**src/phre_pkg.sv**
```systemverilog
// shared types, constants and codes of the peak hold and release envelope
package phre_pkg;

    localparam int MAX_HOLD_DEF    = 255;
    localparam int SAMPLE_BITS_DEF = 16;
    localparam int HOLD_W          = 8;
    localparam int REL_W           = 16;
    localparam int RCNT_W          = 24;
    localparam int CFG_IDX_W       = 2;

    typedef enum logic [CFG_IDX_W-1:0] {
        REG_HOLD_LENGTH    = 2'd0,
        REG_RELEASE_LENGTH = 2'd1,
        REG_UPPER_LIMIT    = 2'd2,
        REG_LOWER_LIMIT    = 2'd3
    } t_reg_idx;

    typedef enum logic [3:0] {
        OP_NONE,
        OP_ACCEPT,
        OP_H_RD,
        OP_H_EXP,
        OP_H_TRD,
        OP_H_POP,
        OP_H_PUSH,
        OP_H_HRD,
        OP_H_HGET,
        OP_R_CHK,
        OP_R_MUL,
        OP_DIV_GO,
        OP_R_LINE,
        OP_LOAD_OUT
    } t_op;

    typedef struct packed {
        t_op  op;
        logic side;
    } t_cmd;

    typedef struct packed {
        logic bypass;
        logic cnt_zero;
        logic tail_pop;
        logic same;
        logic div_done;
        logic out_free;
    } t_sts;

endpackage

```
**src/phre_ctrl.sv**
```systemverilog
// controller: sequences hold, release and output steps for one beat
module phre_ctrl import phre_pkg::*; (
    input  logic i_clk,
    input  logic i_rst_n,
    input  logic i_in_valid,
    input  t_sts i_sts,
    output logic o_in_ready,
    output t_cmd o_cmd
);

    typedef enum logic [3:0] {
        S_IDLE, S_H_RD, S_H_EXP, S_H_TRD, S_H_TCMP, S_H_PUSH, S_H_HRD, S_H_HGET,
        S_R_CHK, S_R_MUL, S_R_DGO, S_R_DIV, S_R_LINE, S_OUT
    } t_state;

    t_state r_state;
    t_state n_state;
    logic   r_side;
    logic   n_side;

    always_comb begin
        n_state    = r_state;
        n_side     = r_side;
        o_cmd.op   = OP_NONE;
        o_cmd.side = r_side;
        unique case (r_state)
            S_IDLE: begin
                if (i_in_valid) begin
                    o_cmd.op = OP_ACCEPT;
                    n_side   = 1'b0;
                    n_state  = i_sts.bypass ? S_R_CHK : S_H_RD;
                end
            end
            S_H_RD: begin
                o_cmd.op = OP_H_RD;
                n_state  = S_H_EXP;
            end
            S_H_EXP: begin
                o_cmd.op = OP_H_EXP;
                n_state  = S_H_TRD;
            end
            S_H_TRD: begin
                if (i_sts.cnt_zero) begin
                    n_state = S_H_PUSH;
                end else begin
                    o_cmd.op = OP_H_TRD;
                    n_state  = S_H_TCMP;
                end
            end
            S_H_TCMP: begin
                o_cmd.op = OP_H_POP;
                n_state  = i_sts.tail_pop ? S_H_TRD : S_H_PUSH;
            end
            S_H_PUSH: begin
                o_cmd.op = OP_H_PUSH;
                n_state  = S_H_HRD;
            end
            S_H_HRD: begin
                o_cmd.op = OP_H_HRD;
                n_state  = S_H_HGET;
            end
            S_H_HGET: begin
                o_cmd.op = OP_H_HGET;
                n_side   = !r_side;
                n_state  = r_side ? S_R_CHK : S_H_RD;
            end
            S_R_CHK: begin
                o_cmd.op = OP_R_CHK;
                if (i_sts.same) begin
                    n_side  = !r_side;
                    n_state = r_side ? S_OUT : S_R_CHK;
                end else begin
                    n_state = S_R_MUL;
                end
            end
            S_R_MUL: begin
                o_cmd.op = OP_R_MUL;
                n_state  = S_R_DGO;
            end
            S_R_DGO: begin
                o_cmd.op = OP_DIV_GO;
                n_state  = S_R_DIV;
            end
            S_R_DIV: begin
                if (i_sts.div_done)
                    n_state = S_R_LINE;
            end
            S_R_LINE: begin
                o_cmd.op = OP_R_LINE;
                n_side   = !r_side;
                n_state  = r_side ? S_OUT : S_R_CHK;
            end
            S_OUT: begin
                if (i_sts.out_free) begin
                    o_cmd.op = OP_LOAD_OUT;
                    n_state  = S_IDLE;
                end
            end
            default: n_state = S_IDLE;
        endcase
    end

    always_ff @(posedge i_clk) begin
        if (!i_rst_n) begin
            r_state <= S_IDLE;
            r_side  <= 1'b0;
        end else begin
            r_state <= n_state;
            r_side  <= n_side;
        end
    end

    assign o_in_ready = (r_state == S_IDLE);

endmodule

```
**config.mk**
```make
export PLATFORM = sky130hd
export DESIGN_NAME = phre_ctrl
export DESIGN_NICKNAME = d
export VERILOG_FILES = /design/src/phre_pkg.sv /design/src/phre_ctrl.sv
export SDC_FILE = /design/constraint.sdc
export NUM_CORES = 1
export LEC_CHECK = 0
export ABC_CLOCK_PERIOD_IN_PS = 2800
export BUFFER_PORTS_ARGS = -buffer_cell sky130_fd_sc_hd__buf_2
export CAP_MARGIN = 25
export CORE_AREA = 3 3 40 42
export CTS_CLUSTER_SIZE = 20
export DETAILED_ROUTE_END_ITERATION = 12
export DIE_AREA = 0 0 43 45
export PLACE_DENSITY = 0.69
export SYNTH_ARGS = -nofsm -noshare
export SYNTH_HDL_FRONTEND = slang
export SYNTH_SLANG_ARGS = --single-unit
export TNS_END_PERCENT = 100
```
**constraint.sdc**
```tcl
create_clock -name i_clk -period 2.8 [get_ports i_clk]
set_input_delay 0.7 -clock i_clk [delete_from_list [all_inputs] [get_ports i_clk]]
set_output_delay 0.7 -clock i_clk [all_outputs]
set_load 0.02 [all_outputs]
```
==> results of run 1 <==
## layer usage
metal	part of all wire [%]	vias up
met5	0	-
met4	0	0
met2	46	13
met3	3.3	0
met1	50	281
li1	-	318
## synth_stat cells
| library cell | count | area share, % |
|---|---|---|
| and4b_1 | 1 | 1.7 |
| a311oi_1 | 1 | 1.5 |
| nand2b_1 | 1 | 1.1 |
| or2_0 | 1 | 1.1 |
| o221a_2 | 1 | 1.9 |
| nor2_4 | 1 | 1.9 |
| o21ai_1 | 2 | 1.7 |
| nor4_1 | 2 | 2.1 |
| buf_2 | 2 | 1.7 |
| o41ai_1 | 1 | 1.5 |
| and2b_1 | 1 | 1.3 |
| clkbuf_1 | 1 | 0.63 |
| nor3_1 | 2 | 1.7 |
| a2111oi_2 | 1 | 2.5 |
| a222oi_1 | 1 | 1.7 |
| o31ai_1 | 1 | 1.3 |
| nand3_1 | 2 | 1.7 |
| dfxtp_1 | 5 | 17 |
| xnor2_1 | 1 | 1.5 |
| a41o_1 | 1 | 1.7 |
| a2111oi_1 | 1 | 1.7 |
| a21o_1 | 1 | 1.3 |
| nor4_2 | 1 | 2.1 |
| a31oi_1 | 1 | 1.1 |
| o2111ai_1 | 1 | 1.5 |
| nand2_1 | 7 | 4.4 |
| buf_4 | 1 | 1.3 |
| o211ai_1 | 2 | 2.5 |
| nor3b_2 | 1 | 2.1 |
| inv_2 | 1 | 0.63 |
| nand4b_1 | 1 | 1.5 |
| nor2_1 | 1 | 0.63 |
| a2bb2oi_1 | 1 | 1.5 |
| inv_1 | 5 | 3.2 |
| o21a_1 | 1 | 1.3 |
| o21ai_0 | 7 | 5.9 |
| nor3b_1 | 2 | 2.5 |
| a21oi_1 | 7 | 5.9 |
| nor2b_1 | 1 | 1.1 |
| nor3_2 | 1 | 1.7 |
| buf_6 | 5 | 9.5 |
## final timing paths
kind | end | cells after the start
max | o_cmd[3] | 3
min | r_side | 1
max reg2reg | r_side | 4
min reg2reg | r_side | 1
## cell type report
cell class	count	area, um^2
fillers	145	632
multi-input cells	58	393
flip-flops and latches	5	100
repair buffers	17	92.6
clock buffers	4	26.3
inverters	6	22.5
well taps	15	18.8
## flip-flops by register name, indices dropped and copies added, names as in the netlist
register	cells
r_side	1
r_state	4
## worst reg2reg max path, stage by stage (launching register included)
cell and delay [ps]:
dfxtp_1 690, and2b_1 250, nand3_1 160, a2111oi_1 410, a41o_1 130
## stage by stage
| step | util (%) | hold slack (ps) | instance area [um^2] |
|---|---|---|---|
| finish | 50.8 | 598 | 653 |
| floorplan | - | 557 | 593 |
| global route | 50.8 | 617 | 653 |
| global placement | 48.8 | 592 | 627 |
| CTS | 50.8 | 596 | 653 |
| detailed placement | 48.8 | 591 | 627 |
## logic make-up after synthesis
kind of cell              share of synthesized area (%)
DFF                                                16.9
AOI/OAI and AO/OA                                  36.3
buffers and inverters                              16.9
xor gates and xnor gates                           1.48
and+or+nand+nor                                    28.5
## power groups by stage
stage	clock (W)	combinational (W)	sequential [W]
finish	0.0000773	0.000408	0.000177
floorplan	0	0.000412	0.000109
CTS	0.0000803	0.000409	0.000177
global route	0.0000894	0.000447	0.000186
global placement	0	0.000408	0.000176
detailed placement	0	0.000407	0.000178
==> impl_metrics.yaml, run 1 <==
hold_path:
  hold_path_startpoint: "r_side"
  min_path_type: "reg -> reg"
cts:
  clkLatencyLatePin_ps: 230
  cts_tree: "yes"
  cts-root-to-sink-buffers: 2
  cts_hold_buf: 0
  htree_levels: 1
  clk_pin_slew_ps: 40
  post_cts_buffers: 0
  cts_sinks: 5
  root_buffer: "clkbuf_4"
  cts_buffers: 3
  cts-resized-gates: 0
logic_synthesis:
  syn_inst: 78
  synth-seq-cells: 5
  syn_nets: 87
  netlist_area_um2: 593
  synth_warnings: 0
  synth_cell_types: 41
  synth_area_per_cell_um2: 7.60
  ys_seq_area_share_pct: 16.9
global_route:
  grt_max_degree: 18
  grtUsageMet3_pct: 2.79
  grt.overflow.total: 0
  track_usage_pct: 13.6
  grt_antenna_before_repair: 0
  top_usage_layer: "met2"
  met2_usage_pct: 21.6
  grtUsageMet1_pct: 19.2
  grt_pass1_vias: 522
  grt_pass1_wl_mm: 2.10
final_layout:
  drive_gt1_share_pct: 30.0
  antenna_cells: 0
  final_nets: 100
  final_cells: 105
  mostFrequentLayoutCell: "buf_2"
  synthToLayoutAreaGrowth_pct: 10.1
  mostFrequentLayoutCells: "buf_2 (14), a21oi_1 (7), nand2_1 (7), o21ai_0 (7)"
timing:
  slew_headroom_pct: 60.1
  period_share_pct: 85.0
  hold_violations: 0
  post-route-worst-setup-slack_ps: 420
  period_minus_slack_ps: 2380
  rsz0062_at_grt: "no"
  setup_tns_ps: 0
  setup_viol: 0
  drv_slew: 0
  fmax_mhz: 420
  worstMarginPinSlew_ps: 597
  fin_skew_ps: 0.307
power:
  power_density_mw_per_mm2: 1010
  leakage_nw: 0.267
  total_power_w: 0.000663
  switchingPower_w: 0.000335
  power.share.combinational_pct: 61.6
  swShare_pct: 50.5
  p_clk_share_pct: 11.7
  power.internal_w: 0.000328
  seqPwrFrac_pct: 26.8
  irDropWorstVdd_mv: 0.385
routing:
  dr.pass1.iters: 4
  drtAntennaViolNets: 0
  drtIter0Drc: 30
  wire_per_inst_um: 12.2
  totalWireLength_mm: 1.28
  vias: 612
  routed_via_density: 5.83
  drc: 0
critical_path:
  r2r_start: "r_state[1]"
  rrSetupSlack_ps: 1110
  slowest_delay_ps: 690
  crit_type: "reg -> out"
  worst_path_dominant_cell_family: "flip-flops"
  worst-path-buf-inv: 2
  cp_max_fo: 17
  crit_arrival_ps: 1680
  crit_chain: "inv_1 > o41ai_1 > buf_2"
  cp-startpoint: "r_state[1]"
  cp_slowest_cell: "dfxtp_1"
  critPathLaunchType: "register"
  cp.required_ps: 2100
  endpoint_kind: "output port"
floorplan:
  initial_core_util_pct: 46.2
  dieArea_mm2: 0.00194
  coreArea_mm2: 0.00128
  die_w_um: 43
  rows: 13
  die_h_um: 45
  io_pins: 15
placement:
  place_inst: 101
  io_buffers: 14
  place_ws_ps: 673
  routabilityCongestion: 0.880
  hpwl_um: 983
flow_run:
  maxCapViolCount: 0
outcome:
  status: "complete, no violations"
No activity file was read; power rests on OpenSTA's default activity.
==> run 2, diff against run 1 <==
--- a/config.mk
+++ b/config.mk
@@ -5,7 +5,7 @@
 export SDC_FILE = /design/constraint.sdc
 export NUM_CORES = 1
 export LEC_CHECK = 0
-export ABC_CLOCK_PERIOD_IN_PS = 2800
+export ABC_CLOCK_PERIOD_IN_PS = 2400
 export BUFFER_PORTS_ARGS = -buffer_cell sky130_fd_sc_hd__buf_2
 export CAP_MARGIN = 25
 export CORE_AREA = 3 3 40 42
==> constraint.sdc (replaced) <==
create_clock -name i_clk -period 2.4 [get_ports i_clk]
set_input_delay 0.6 -clock i_clk [delete_from_list [all_inputs] [get_ports i_clk]]
set_output_delay 0.6 -clock i_clk [all_outputs]
set_load 0.02 [all_outputs]
==> run 2 against run 1 <==
Compared with the run above: clock power up 32%; register-to-register slack lost 420 ps; sequential power is 6% higher; largest cell class unchanged; first-iteration DRC count fell by 17%; power increased by 21%.
==> impl_metrics.yaml, run 2 (same netlist as run 1, synthesis figures left out) <==
placement:
  io_buffers: 14
  placed_area_um2: 642
  hpwl_mm: 1.06
  place_ws_ps: 449
  routabilityCongestion: 0.846
power:
  irDropWorstVdd_mv: 0.561
  power_density_mw_per_mm2: 1200
  leakage_nw: 0.278
final_layout:
  largest_register_ffs: 4
  reg_top3: "r_state: 4 flops, r_side: 1 flops"
  mostFrequentLayoutCells: "buf_2 (14), a21oi_1 (7), nand2_1 (7), o21ai_0 (7)"
  antenna_cells: 0
  synthToLayoutAreaGrowth_pct: 12.7
  mostFrequentLayoutCell: "buf_2"
  top_register: "r_state"
  drive_gt1_share_pct: 31.5
  final_area_um2: 668
  final_nets: 102
global_route:
  grt_antenna_before_repair: 0
  track_usage_pct: 15.3
  grt_max_degree: 17
  grt.overflow.total: 0
  grt_pass1_vias: 547
  grt_pass1_wl_mm: 2.33
timing:
  setup_tns_ps: 0
  worstMarginPinSlew_ps: 533
  hold_violations: 0
  rsz0062_at_grt: "no"
  fmax_mhz: 450
  drv_slew: 0
  post-route-worst-setup-slack_ps: 178
  period_minus_slack_ps: 2220
  fin_skew_ps: 4.46
  setup_viol: 0
  period_share_pct: 92.6
  slew_headroom_pct: 64.4
routing:
  wire_per_inst_um: 13.0
  dr.pass1.iters: 5
  drc: 0
  routed_via_density: 5.76
  drtAntennaViolNets: 0
  totalWireLength_mm: 1.39
  vias: 616
  drtIter0Drc: 25
floorplan:
  dieArea_mm2: 0.00194
  die_h_um: 45
  die_w_um: 43
  initial_core_util_pct: 46.2
  io_pins: 15
  coreArea_mm2: 0.00128
  rows: 13
cts:
  cts_buffers: 3
  cts_tree: "yes"
  cts_hold_buf: 0
  cts-root-to-sink-buffers: 2
  clkLatencyLatePin_ps: 250
  cts_sinks: 5
  post_cts_buffers: 0
  htree_levels: 1
  root_buffer: "clkbuf_4"
  cts-resized-gates: 0
  clk_pin_slew_ps: 50
critical_path:
  endpoint_kind: "output port"
  crit_arrival_ps: 1620
  r2r-end: "r_side"
  worstRegToRegCells: 5
  cp_max_fo: 12
  r2r_start: "r_state[2]"
  crit_type: "reg -> out"
  critPathLaunchType: "register"
  cp.required_ps: 1800
  rrSetupSlack_ps: 690
hold_path:
  min_path_type: "in -> reg"
  worst_hold_path.endpoint: "r_state[1]"
  hold_path_startpoint: "i_sts[3]"
  whs_path_depth: 3
flow_run:
  maxCapViolCount: 0
outcome:
  status: "complete, no violations"
[run 2: cell count changes in the layout (fill, tap and decap cells not counted)]
cell	previous run	this run
buf_4	3	5
[run 2: power by group]
group	switching (W)	total (W)	internal [W]
sequential	0.0000768	0.000188	0.000111
clock	0.0000392	0.000102	0.0000632
combinational	0.000292	0.000511	0.000219
[run 2: final cells by class]
class	instances	area (um^2)
clock buffers	4	26.3
fillers	130	617
inverters	6	22.5
multi-input cells	58	393
flip-flops and latches	5	100
well taps	15	18.8
repair buffers	19	108
[run 2: worst max-delay path, stage by stage, from the launching register on]
cell	delay, ps
dfxtp_1	600
inv_1	170
o41ai_1	390
buf_2	220
[run 2: worst max path at each step]
stage                     startpoint  endpoint  cells after the start
final                     r_state[1]  o_cmd[3]                      3
after global routing      r_state[1]  o_cmd[3]                      3
after CTS                 r_state[1]  o_cmd[3]                      3
after detailed placement    i_sts[0]  o_cmd[3]                      6
after global placement      i_sts[0]  o_cmd[3]                      6
after floorplan           r_state[0]  o_cmd[3]                      4
[run 2: routing by layer]
layer	GRT usage [%]	share of wire, %
met1	20.6	50
met5	0	0
met2	26.6	44
met3	0	4.2
met4	6.02	1.4
[run 2: through the flow]
step	std cells	util, %	total power [W]	hold WS, ps
final	107	52.0	0.000801	604
after CTS	107	52.0	0.000803	603
after detailed placement	103	50.0	0.000698	599
after global placement	103	50.0	0.000697	601
after floorplan	78	-	0.000608	557
after global routing	107	52.0	0.000867	616
